`src/rtl/dss_pkg.sv`:
```
// Shared types and constants for the dual stack shared store unit.
// No dependencies; imported by every module of the block.
`timescale 1ns / 1ps
`default_nettype none

package dss_pkg;

  localparam int unsigned DEPTH_DEF = 16;
  localparam int unsigned DATA_W    = 32;

  typedef enum logic [1:0] {
    OP_PUSH    = 2'd0,
    OP_POP     = 2'd1,
    OP_PEEK    = 2'd2,
    OP_REPLACE = 2'd3
  } dss_op_e;

  typedef enum logic [1:0] {
    ST_OK        = 2'd0,
    ST_OVERFLOW  = 2'd1,
    ST_UNDERFLOW = 2'd2,
    ST_NOTFOUND  = 2'd3
  } dss_status_e;

  // One result word as it travels from the core to the output register.
  typedef struct packed {
    logic [DATA_W-1:0] data;
    dss_status_e       status;
  } dss_res_t;

endpackage

`default_nettype wire

```
`src/rtl/dss_core.sv`:
```
// Sequencer, shared store and compare unit of the dual stack shared store unit.
// Depends on dss_pkg.
`timescale 1ns / 1ps
`default_nettype none

module dss_core #(
  parameter int unsigned DEPTH = dss_pkg::DEPTH_DEF
) (
  input  wire logic                       clk_i,
  input  wire logic                       rst_ni,
  input  wire logic                       in_valid_i,
  output logic                            in_stall_o,
  input  wire logic [1:0]                 op_i,
  input  wire logic                       stack_sel_i,
  input  wire logic [dss_pkg::DATA_W-1:0] value_i,
  input  wire logic [dss_pkg::DATA_W-1:0] new_value_i,
  output logic                            res_valid_o,
  output dss_pkg::dss_res_t               res_o,
  input  wire logic                       res_take_i
);
  import dss_pkg::*;

  localparam int unsigned AW = $clog2(DEPTH);
  localparam int unsigned CW = $clog2(DEPTH + 1);
  localparam logic [CW-1:0] DEPTH_C = CW'(DEPTH);

  typedef enum logic [1:0] {
    S_IDLE,
    S_READ,
    S_SCAN,
    S_RESULT
  } state_e;

  state_e            state_q, state_d;
  dss_op_e           op_in;
  logic [DATA_W-1:0] value_q, value_d;
  logic [DATA_W-1:0] new_value_q, new_value_d;
  logic [CW-1:0]     lc_q, lc_d;
  logic [CW-1:0]     hc_q, hc_d;
  logic [AW-1:0]     idx_q, idx_d;
  logic [AW-1:0]     last_q, last_d;
  logic [AW-1:0]     cmp_idx_q, cmp_idx_d;
  logic              cmp_vld_q, cmp_vld_d;
  logic              issue_done_q, issue_done_d;
  dss_res_t          res_q, res_d;

  // Store ports.
  logic [DATA_W-1:0] mem [DEPTH];
  logic [DATA_W-1:0] rd_q;
  logic              we, re;
  logic [AW-1:0]     waddr, raddr;
  logic [DATA_W-1:0] wdata;

  logic              full;
  logic              sel_empty;
  logic [CW-1:0]     top_w;
  logic [CW-1:0]     hpush_w;
  logic [CW-1:0]     lc_dec;
  logic [CW-1:0]     hc_inc;

  assign op_in     = dss_op_e'(op_i);
  assign full      = ({1'b0, lc_q} + {1'b0, hc_q}) >= {1'b0, DEPTH_C};
  assign sel_empty = stack_sel_i ? (hc_q == '0) : (lc_q == '0);
  assign lc_dec    = lc_q - CW'(1);
  assign hc_inc    = hc_q + CW'(1);
  assign top_w     = stack_sel_i ? (DEPTH_C - hc_q) : lc_dec;
  assign hpush_w   = DEPTH_C - hc_inc;

  assign in_stall_o  = (state_q != S_IDLE);
  assign res_valid_o = (state_q == S_RESULT);
  assign res_o       = res_q;

  always_comb begin
    state_d      = state_q;
    value_d      = value_q;
    new_value_d  = new_value_q;
    lc_d         = lc_q;
    hc_d         = hc_q;
    idx_d        = idx_q;
    last_d       = last_q;
    cmp_idx_d    = cmp_idx_q;
    cmp_vld_d    = cmp_vld_q;
    issue_done_d = issue_done_q;
    res_d        = res_q;
    we           = 1'b0;
    re           = 1'b0;
    waddr        = '0;
    raddr        = idx_q;
    wdata        = value_i;

    unique case (state_q)
      S_IDLE: begin
        if (in_valid_i) begin
          value_d     = value_i;
          new_value_d = new_value_i;
          res_d.data  = '0;
          res_d.status = ST_OK;
          unique case (op_in)
            OP_PUSH: begin
              state_d = S_RESULT;
              if (full) begin
                res_d.status = ST_OVERFLOW;
              end else if (stack_sel_i) begin
                we    = 1'b1;
                waddr = hpush_w[AW-1:0];
                hc_d  = hc_inc;
              end else begin
                we    = 1'b1;
                waddr = lc_q[AW-1:0];
                lc_d  = lc_q + CW'(1);
              end
            end
            OP_POP, OP_PEEK: begin
              if (sel_empty) begin
                res_d.status = ST_UNDERFLOW;
                state_d      = S_RESULT;
              end else begin
                re      = 1'b1;
                raddr   = top_w[AW-1:0];
                state_d = S_READ;
                if (op_in == OP_POP) begin
                  if (stack_sel_i) begin
                    hc_d = hc_q - CW'(1);
                  end else begin
                    lc_d = lc_dec;
                  end
                end
              end
            end
            OP_REPLACE: begin
              if (sel_empty) begin
                res_d.status = ST_NOTFOUND;
                state_d      = S_RESULT;
              end else begin
                // Low stack scans from entry 0 up to its top; high stack
                // scans from its top up to the last entry.
                idx_d        = stack_sel_i ? top_w[AW-1:0] : '0;
                last_d       = stack_sel_i ? AW'(DEPTH - 1) : lc_dec[AW-1:0];
                cmp_vld_d    = 1'b0;
                issue_done_d = 1'b0;
                state_d      = S_SCAN;
              end
            end
            default: state_d = S_IDLE;
          endcase
        end
      end

      S_READ: begin
        res_d.data   = rd_q;
        res_d.status = ST_OK;
        state_d      = S_RESULT;
      end

      S_SCAN: begin
        // One read is issued per cycle; the compare works on the word
        // read in the previous cycle.
        if (cmp_vld_q && (rd_q == value_q)) begin
          we           = 1'b1;
          waddr        = cmp_idx_q;
          wdata        = new_value_q;
          res_d.status = ST_OK;
          state_d      = S_RESULT;
        end else if (cmp_vld_q && (cmp_idx_q == last_q)) begin
          res_d.status = ST_NOTFOUND;
          state_d      = S_RESULT;
        end else if (!issue_done_q) begin
          re        = 1'b1;
          raddr     = idx_q;
          cmp_idx_d = idx_q;
          cmp_vld_d = 1'b1;
          if (idx_q == last_q) begin
            issue_done_d = 1'b1;
          end else begin
            idx_d = idx_q + AW'(1);
          end
        end else begin
          cmp_vld_d = 1'b0;
        end
      end

      S_RESULT: begin
        if (res_take_i) begin
          state_d = S_IDLE;
        end
      end

      default: state_d = S_IDLE;
    endcase
  end

  always_ff @(posedge clk_i or negedge rst_ni) begin
    if (!rst_ni) begin
      state_q      <= S_IDLE;
      value_q      <= '0;
      new_value_q  <= '0;
      lc_q         <= '0;
      hc_q         <= '0;
      idx_q        <= '0;
      last_q       <= '0;
      cmp_idx_q    <= '0;
      cmp_vld_q    <= 1'b0;
      issue_done_q <= 1'b0;
      res_q        <= '0;
    end else begin
      state_q      <= state_d;
      value_q      <= value_d;
      new_value_q  <= new_value_d;
      lc_q         <= lc_d;
      hc_q         <= hc_d;
      idx_q        <= idx_d;
      last_q       <= last_d;
      cmp_idx_q    <= cmp_idx_d;
      cmp_vld_q    <= cmp_vld_d;
      issue_done_q <= issue_done_d;
      res_q        <= res_d;
    end
  end

  always_ff @(posedge clk_i) begin
    if (we) begin
      mem[waddr] <= wdata;
    end
  end

  always_ff @(posedge clk_i) begin
    if (re) begin
      rd_q <= mem[raddr];
    end
  end

endmodule

`default_nettype wire

```
`src/rtl/dss_out_reg.sv`:
```
// Output register of the dual stack shared store unit: holds one result word
// until the receiver takes it. Depends on dss_pkg.
`timescale 1ns / 1ps
`default_nettype none

module dss_out_reg (
  input  wire logic                       clk_i,
  input  wire logic                       rst_ni,
  input  wire logic                       res_valid_i,
  input  wire dss_pkg::dss_res_t          res_i,
  output logic                            res_take_o,
  output logic                            out_valid_o,
  input  wire logic                       out_stall_i,
  output logic [dss_pkg::DATA_W-1:0]      data_o,
  output logic [1:0]                      status_o
);
  import dss_pkg::*;

  logic     valid_q, valid_d;
  dss_res_t word_q, word_d;

  // The register can load whenever it is empty or its word leaves this cycle.
  assign res_take_o = !valid_q || !out_stall_i;

  always_comb begin
    valid_d = valid_q;
    word_d  = word_q;
    if (res_take_o) begin
      valid_d = res_valid_i;
      if (res_valid_i) begin
        word_d = res_i;
      end
    end
  end

  always_ff @(posedge clk_i or negedge rst_ni) begin
    if (!rst_ni) begin
      valid_q <= 1'b0;
      word_q  <= '0;
    end else begin
      valid_q <= valid_d;
      word_q  <= word_d;
    end
  end

  assign out_valid_o = valid_q;
  assign data_o      = word_q.data;
  assign status_o    = word_q.status;

endmodule

`default_nettype wire

```
`src/rtl/dual_stack_shared_store_unit.sv`:
```
// Top level of the dual stack shared store unit: two stacks in one store.
// Depends on dss_pkg, dss_core and dss_out_reg.
//
//   channel | direction | handshake               | fields
//   --------+-----------+-------------------------+------------------------------------
//   in      | input     | in_valid_i / in_stall_o | op_i, stack_sel_i, value_i, new_value_i
//   out     | output    | out_valid_o / out_stall_i | data_o, status_o
//
// Push and every failed operation go from acceptance straight to the result
// register; pop and peek first pass through one registered store read.
// Replace scans the selected stack with one store read per cycle, each word
// compared against the search value in the cycle after it is read.
// Reset clears both stack counts; store contents are not cleared.
// A stalled output word stays in the output register while the next word
// is accepted; the core waits only when a second result is ready.
`timescale 1ns / 1ps
`default_nettype none

module dual_stack_shared_store_unit #(
  parameter int unsigned DEPTH = dss_pkg::DEPTH_DEF
) (
  input  wire logic                              clk_i,
  input  wire logic                              rst_ni,
  input  wire logic                              in_valid_i,
  output logic                                   in_stall_o,
  input  wire logic [1:0]                        op_i,
  input  wire logic                              stack_sel_i,
  input  wire logic signed [dss_pkg::DATA_W-1:0] value_i,
  input  wire logic signed [dss_pkg::DATA_W-1:0] new_value_i,
  output logic                                   out_valid_o,
  input  wire logic                              out_stall_i,
  output logic signed [dss_pkg::DATA_W-1:0]      data_o,
  output logic [1:0]                             status_o
);
  import dss_pkg::*;

  logic     res_valid;
  logic     res_take;
  dss_res_t res;
  logic [DATA_W-1:0] data_w;

  dss_core #(
    .DEPTH(DEPTH)
  ) u_core (
    .clk_i      (clk_i),
    .rst_ni     (rst_ni),
    .in_valid_i (in_valid_i),
    .in_stall_o (in_stall_o),
    .op_i       (op_i),
    .stack_sel_i(stack_sel_i),
    .value_i    (value_i),
    .new_value_i(new_value_i),
    .res_valid_o(res_valid),
    .res_o      (res),
    .res_take_i (res_take)
  );

  dss_out_reg u_out_reg (
    .clk_i      (clk_i),
    .rst_ni     (rst_ni),
    .res_valid_i(res_valid),
    .res_i      (res),
    .res_take_o (res_take),
    .out_valid_o(out_valid_o),
    .out_stall_i(out_stall_i),
    .data_o     (data_w),
    .status_o   (status_o)
  );

  assign data_o = data_w;

endmodule

`default_nettype wire

```
`config.mk`:
```
export PLATFORM = sky130hd
export DESIGN_NAME = dual_stack_shared_store_unit
export DESIGN_NICKNAME = d
export VERILOG_FILES = /design/src/rtl/dss_pkg.sv /design/src/rtl/dss_core.sv /design/src/rtl/dss_out_reg.sv /design/src/rtl/dual_stack_shared_store_unit.sv
export SDC_FILE = /design/constraint.sdc
export NUM_CORES = 1
export LEC_CHECK = 0
export BUFFER_PORTS_ARGS = -buffer_cell sky130_fd_sc_hd__buf_4
export CORE_UTILIZATION = 40
export DETAILED_ROUTE_END_ITERATION = 8
export GPL_TIMING_DRIVEN = 0
export SLEW_MARGIN = 20
export SYNTH_ARGS = -nofsm -noshare
export SYNTH_HDL_FRONTEND = slang
export SYNTH_SLANG_ARGS = --single-unit
```
`constraint.sdc`:
```
create_clock -name clk_i -period 4 [get_ports clk_i]
set_input_delay 0 -clock clk_i [delete_from_list [all_inputs] [get_ports clk_i]]
set_output_delay 0 -clock clk_i [all_outputs]
set_load 0.05 [all_outputs]
```
* Yosys cells after proc, flatten, opt, wreduce, memory -nomap -nowiden
Memory sizes are Yosys's and may differ from the RTL's. A register that Yosys moved wholly into a read port is not among the register bits.
Index checks and enable logic that the tools add are counted.
Widths: inputs -> output; s select.
** Operators by class
- Multiplexer cells :: 77
- Add/sub/neg operators :: 8
- Reduce and logical (&&, ||, !) cells :: 26
- Magnitude comparators :: 1
- Equal/unequal tests :: 25
- Bitwise operators :: 4
** Operator list (count)
- $mux 4 :: 19
- $mux 32 :: 2
- $pmux 32 s2 :: 1
- $mux 5 :: 10
- $mux 34 :: 1
- $eq 32x32->1 :: 1
- $ne 2x2->1 const B :: 14
- $mux 1 :: 24
- $reduce_and 8->1 :: 3
- $pmux 5 s2 :: 2
- $pmux 2 s3 :: 3
- $mux 2 :: 8
- $pmux 4 s2 :: 2
- $add 5x1->5 const B :: 2
- $logic_not 5->1 :: 2
- $sub 5x1->5 const B :: 2
- $eq 2x2->1 const B :: 4
- $eq 4x4->1 :: 2
- $pmux 1 s2 :: 4
- $pmux 2 s4 :: 1
- $reduce_and 4->1 :: 2
- $reduce_bool 2->1 :: 4
- $sub 1x4->4 const A :: 2
- $add 5x5->6 :: 1
- other kinds (15) :: 25
** Storage, ports and cells
- Output and inout port bits :: 36
- Memories kept :: 1
- Word-level logic and storage cells :: 157
- RAM bits :: 512
- Flip-flop bits (word level) :: 159
- Bits of input ports :: 71
** Memories
- u_core.mem :: words 16, bits a word 32, rd ports 1, clocked after memory_dff 1, write ports 1, RTL line dss_core.sv:48 : logic [DATA_W-1:0] mem [DEPTH];

* Longest topological paths before layout
- Depth after elaboration :: 8
- Gate-level depth with buffers :: 14
- Depth with buffers taken out :: 9

* Hierarchy
Synthesis repeated with hierarchy kept, for this count alone.
** Unflattened totals
- Cell total of the unflattened synthesis :: 1847
- Area, all modules :: 29041.6 sq um
** Modules (own cells, without submodules)
- dss_core :: times used 1, area each 27596.5 sq um, seq. area each 19438.6 sq um, cells each 1772
- dss_out_reg :: times used 1, area each 1445.1 sq um, seq. area each 875.8 sq um, cells each 75

* Least setup slack after synthesis
OpenSTA, ideal clock, no wires.
- Path kind :: register to register
- Start :: reg u_core.rd_q[7] (read register of u_core.mem)
- End :: mem u_core.mem[14][0] (enable)
- Data required time :: 3.568 ns
- Stages on the path, launching flop included :: 8
- Library setup time :: 0.432 ns
- Setup slack :: -0.266 ns
- Buffers on the path :: 0
- Clock period less this slack :: 4.266 ns
- Data arrival time :: 3.834 ns
- Cell sequence :: edfxtp_1 xor2_1 nand4b_1 or4_1 nor4_1 a21oi_1 or2_2 a21oi_1
** On the way
- Longest elaborated chain between the ends :: 6
- Elaborated cells on any way between the ends :: 8
- Those cells by class :: eq/ne (1); mux (6); reduce/logical (1)
** Ends and longest elaborated chain
- start: declaration :: RTL line dss_core.sv:49 : logic [DATA_W-1:0] rd_q;
- $eq 32x32->1 (*) :: RTL line dss_core.sv:158 : if (cmp_vld_q && (rd_q == value_q)) begin
- $logic_and 1x1->1 (*) :: RTL line dss_core.sv:158
- $mux 1 :: RTL line dss_core.sv:158
- $pmux 1 s2 :: RTL line dss_core.sv:91 : unique case (state_q)
- $mux 1 :: RTL line dss_core.sv:221 : if (we) begin
- $mux 1 (not written as such) :: RTL line dss_core.sv:222 : mem[waddr] <= wdata;
- end: declaration :: RTL line dss_core.sv:48
Mark *: on every way between the ends. The rest lies on a longest branch, timed or not.

* Worst setup path in the final report
- Start :: reg u_core.rd_q[26] (read register of u_core.mem)
- End :: mem u_core.mem[2][24] (enable)
The elaborated chain is that of the path after synthesis.

==> flow_summary.ini <==
[grt]
antenna_found_initial = 1
grt_overflow_total = 0
grt_use_met1_pct = 27.3
grtUsageMet3_pct = 3.56
grt_use_total_pct = 21.2
met2_usage_pct = 35.8
grt_max_degree = 78
grt_pass1_vias = 18300
grt.busiest_layer = met2
grt_pass1_wl_mm = 116

[placed_design]
place_ws_ns = -0.986
gp_congestion = 0.873
hpwl_mm = 55.6
portBuffers = 106

[cts]
insertion_delay_ns = 0.61
numCtsBuffers = 72
clockRootBuffer = clkbuf_16
h-tree-depth = 3
cts.sinks = 703
clkTransAtPathRegs_ns = 0.06
clockBufferDepth = 3
cts_tree = built

[critical_path]
end_kind = flip-flop
cp-start-kind = flip-flop
cpLargestDelayFamily = simple AND/OR/NAND/NOR gates
r2r_cells = 8
path_cells = xor2_1, nor4_1, nand4_1, nor4_4, a21oi_1, or2_2, nor2_4, buf_12
crit_arrival_ns = 4.26
path_max_fanout = 19
crit_path_max_incr_delay_ns = 0.63
criticalPathCategory = flip-flop to flip-flop
cpMaxStageDelayCell = nor4_1
r2r-start = u_core.rd_q[26]
r2r-end = u_core.mem[2][24]
worst-path-buf-inv = 1
crit_required_ns = 4.31
r2r_slack_ns = 0.05

[routing]
dr.first_iter.drc_count = 1600
drt-total-wl_mm = 78.1
drt-wirelength-per-cell_um = 23.9
dr.pass1.iters = 5
vias = 17900
ant_nets = 0
drc = 0
via_per_inst = 5.48

[synthesis]
avgSynthCellArea_um2 = 14.6
synth_edf_count = 544
synth-seq-cells = 703
synth_warnings = 0
synthAdderAreaFrac_pct = 0.864
synth_simple_gate_area_share_pct = 7.32
syn_nets = 2071
async_flop_share_pct = 22.6
ys.flop_type = edfxtp_1
synth-xor-area-share_pct = 1.51
synth.distinct_cells = 63
synth.area.mux_share_pct = 8.60
netlist_instances = 1980
synth_compound_gate_area_share_pct = 9.31
synth_top_family_by_area = compound AO/OA/AOI/OAI gates
synth-seq-area-share_pct = 70.1
synth_area_um2 = 29000

[power_and_ir_drop]
ir_worst_vdd_mv = 0.504
power_density_nw_per_um2 = 741
p_leak_nw = 13.0
power_mw = 25.9

[layout]
drive_gt1_share_pct = 18.1
nets = 2355
finalCoreUtilization_pct = 48.8
fillers = 6118
syn2layout_area_growth_pct = 20.7
insertedDiodeCount = 0

[sta]
setup_ws_ns = 0.0492
fmax_ghz = 0.253
setup_viol = 0
fin_crit_sh_pct = 98.8
layout_min_cycle_time_ns = 3.95
fin_skew_ns = 0.0204
final_hold_viol_count = 0
maxSlewHeadroom_pct = 32.6
whs_ns = 0.0386
worst_slew_pin_slew_ns = 1.00
drv_slew = 0
grt_setup_unrepaired = false

[floorplanning]
dieArea_um2 = 73500
io-pin-count = 107
fp.dieH_um = 271
row_count = 98
die_w_um = 271
core_region_area_um2 = 71600
start_util_pct = 40.5

[worst_hold_path]
worstHoldEndpoint = u_core.res_o[1]
min_path_cells = 4
worst_hold_path_type = input pin to flip-flop
worstHoldStart = in_valid_i

[run]
max_cap_viol_count = 0

[status]
status = completed
registers in the layout (all words and copies together), names as in the netlist, 2 cells and up:
register	count
u_core.state_q	2
u_core.mem	512
u_core.idx_q	4
u_core.new_value_q	32
u_out_reg.status_o	2
u_out_reg.data_o	32
u_core.cmp_idx_q	4
u_core.rd_q	32
u_core.last_q	4
u_core.lc_q	5
u_core.value_q	32
u_core.res_o	34
u_core.hc_q	5
routing by layer:
layer	wire length, um	vias to the layer above
li1	-	8077
met1	31900	9049
met2	38200	659
met3	5370	150
met4	2590	0
met5	0	-
logic make-up (layout without fill, tap and decap cells):
group | count (synthesis) | count (layout)
xor+xnor | 50 | 50
flops | 703 | 703
compound gates | 369 | 369
simple gates | 462 | 462
buf+inv | 140 | 480
fa+ha+maj | 20 | 20
mux | 236 | 236
worst min-delay path, cell delays in order:
cell and delay (ns):
buf_4 0.13, nand2b_1 0.18, o211ai_1 0.18, o21ai_0 0.11
stage by stage:
step	std cells	TNS [ns]	instance area (um2)
after floorplan	1980	-18.26	29000
after global placement	3036	-1089.31	31000
after detailed placement	3057	-408.54	31700
after CTS	3266	0	34900
after global routing	3270	0	35000
final	3270	0	35000
worst max-delay path by stage:
stage / start / end / depth (start not counted)
3_5_place_dp: u_core.lc_q[0] / u_core.rd_q[8] / 11
2_1_floorplan: u_core.hc_q[0] / u_core.mem[4][0] / 10
3_3_place_gp: u_core.rd_q[7] / u_core.mem[0][26] / 8
4_1_cts: u_core.lc_q[0] / u_core.rd_q[24] / 12
6_report: u_core.rd_q[26] / u_core.mem[2][24] / 8
5_1_grt: u_core.lc_q[0] / u_core.rd_q[22] / 12
layout make-up:
cell class                 instances  area, um2  area share, %
buffer                           116        607           1.74
sequential                       703      20300           58.1
inverter                          22       82.6          0.236
clock buffer                      97       2010           5.75
multi-input combinational       1137       8210           23.5
tap                              950       1190           3.40
clock inverter                    33        239          0.684
timing repair buffer             212       2300           6.59
synthesized netlist by cell type, drive strengths merged (4+ instances only):
cell type | count | area [um2]
xor2 | 16 | 140
a221o | 33 | 330
xnor2 | 34 | 298
ha | 20 | 250
nor4 | 6 | 37.5
nand3 | 9 | 45.0
a22o | 32 | 280
clkbuf | 73 | 274
a22oi | 65 | 488
mux2 | 103 | 1160
a211oi | 68 | 510
or2 | 5 | 31.3
and2 | 4 | 25.0
o21ai | 22 | 110
nor3 | 7 | 35.0
and3 | 5 | 31.3
mux2i | 133 | 1330
nor2b | 66 | 413
buf | 45 | 304
a21oi | 84 | 420
o32ai | 32 | 280
inv | 22 | 82.6
nand2b | 8 | 50.1
edfxtp | 544 | 16300
dfrtp | 159 | 3980
nand2 | 278 | 1040
nor2 | 43 | 161
nand4 | 9 | 56.3
a31oi | 4 | 25.0
a21o | 6 | 45.0
layout by cell type (no fill, tap or decap), types with 23 or more instances in the layout:
cell and count:
a211oi_1 67, a21oi_1 80, a221o_1 32, a22o_1 32, a22oi_1 65, buf_2 23
buf_4 114, clkbuf_1 73, clkbuf_16 76, dfrtp_1 158, dlygate4sd3_1 72, edfxtp_1 544
mux2_2 86, mux2i_1 132, nand2_1 278, nor2_1 30, nor2b_1 66, o32ai_1 32
xnor2_1 34
what timing repair did:
action | 4_1_cts | 5_1_grt
buffers inserted | 8 | 5
gates resized for setup | 25 | 19
endpoints found under the setup margin | 976 | 269
hold endpoints to repair | 355 | 0
pin swaps | 8 | 3
hold buffers | 72 | 0
power breakdown:
group	total, mW	internal [mW]	switching, mW
registers	9.73	9.01	0.718
logic	9.76	3.54	6.22
clock network	6.41	3.62	2.80
total	25.9	16.2	9.73
Note: power is estimated with default switching activity, not from simulation.
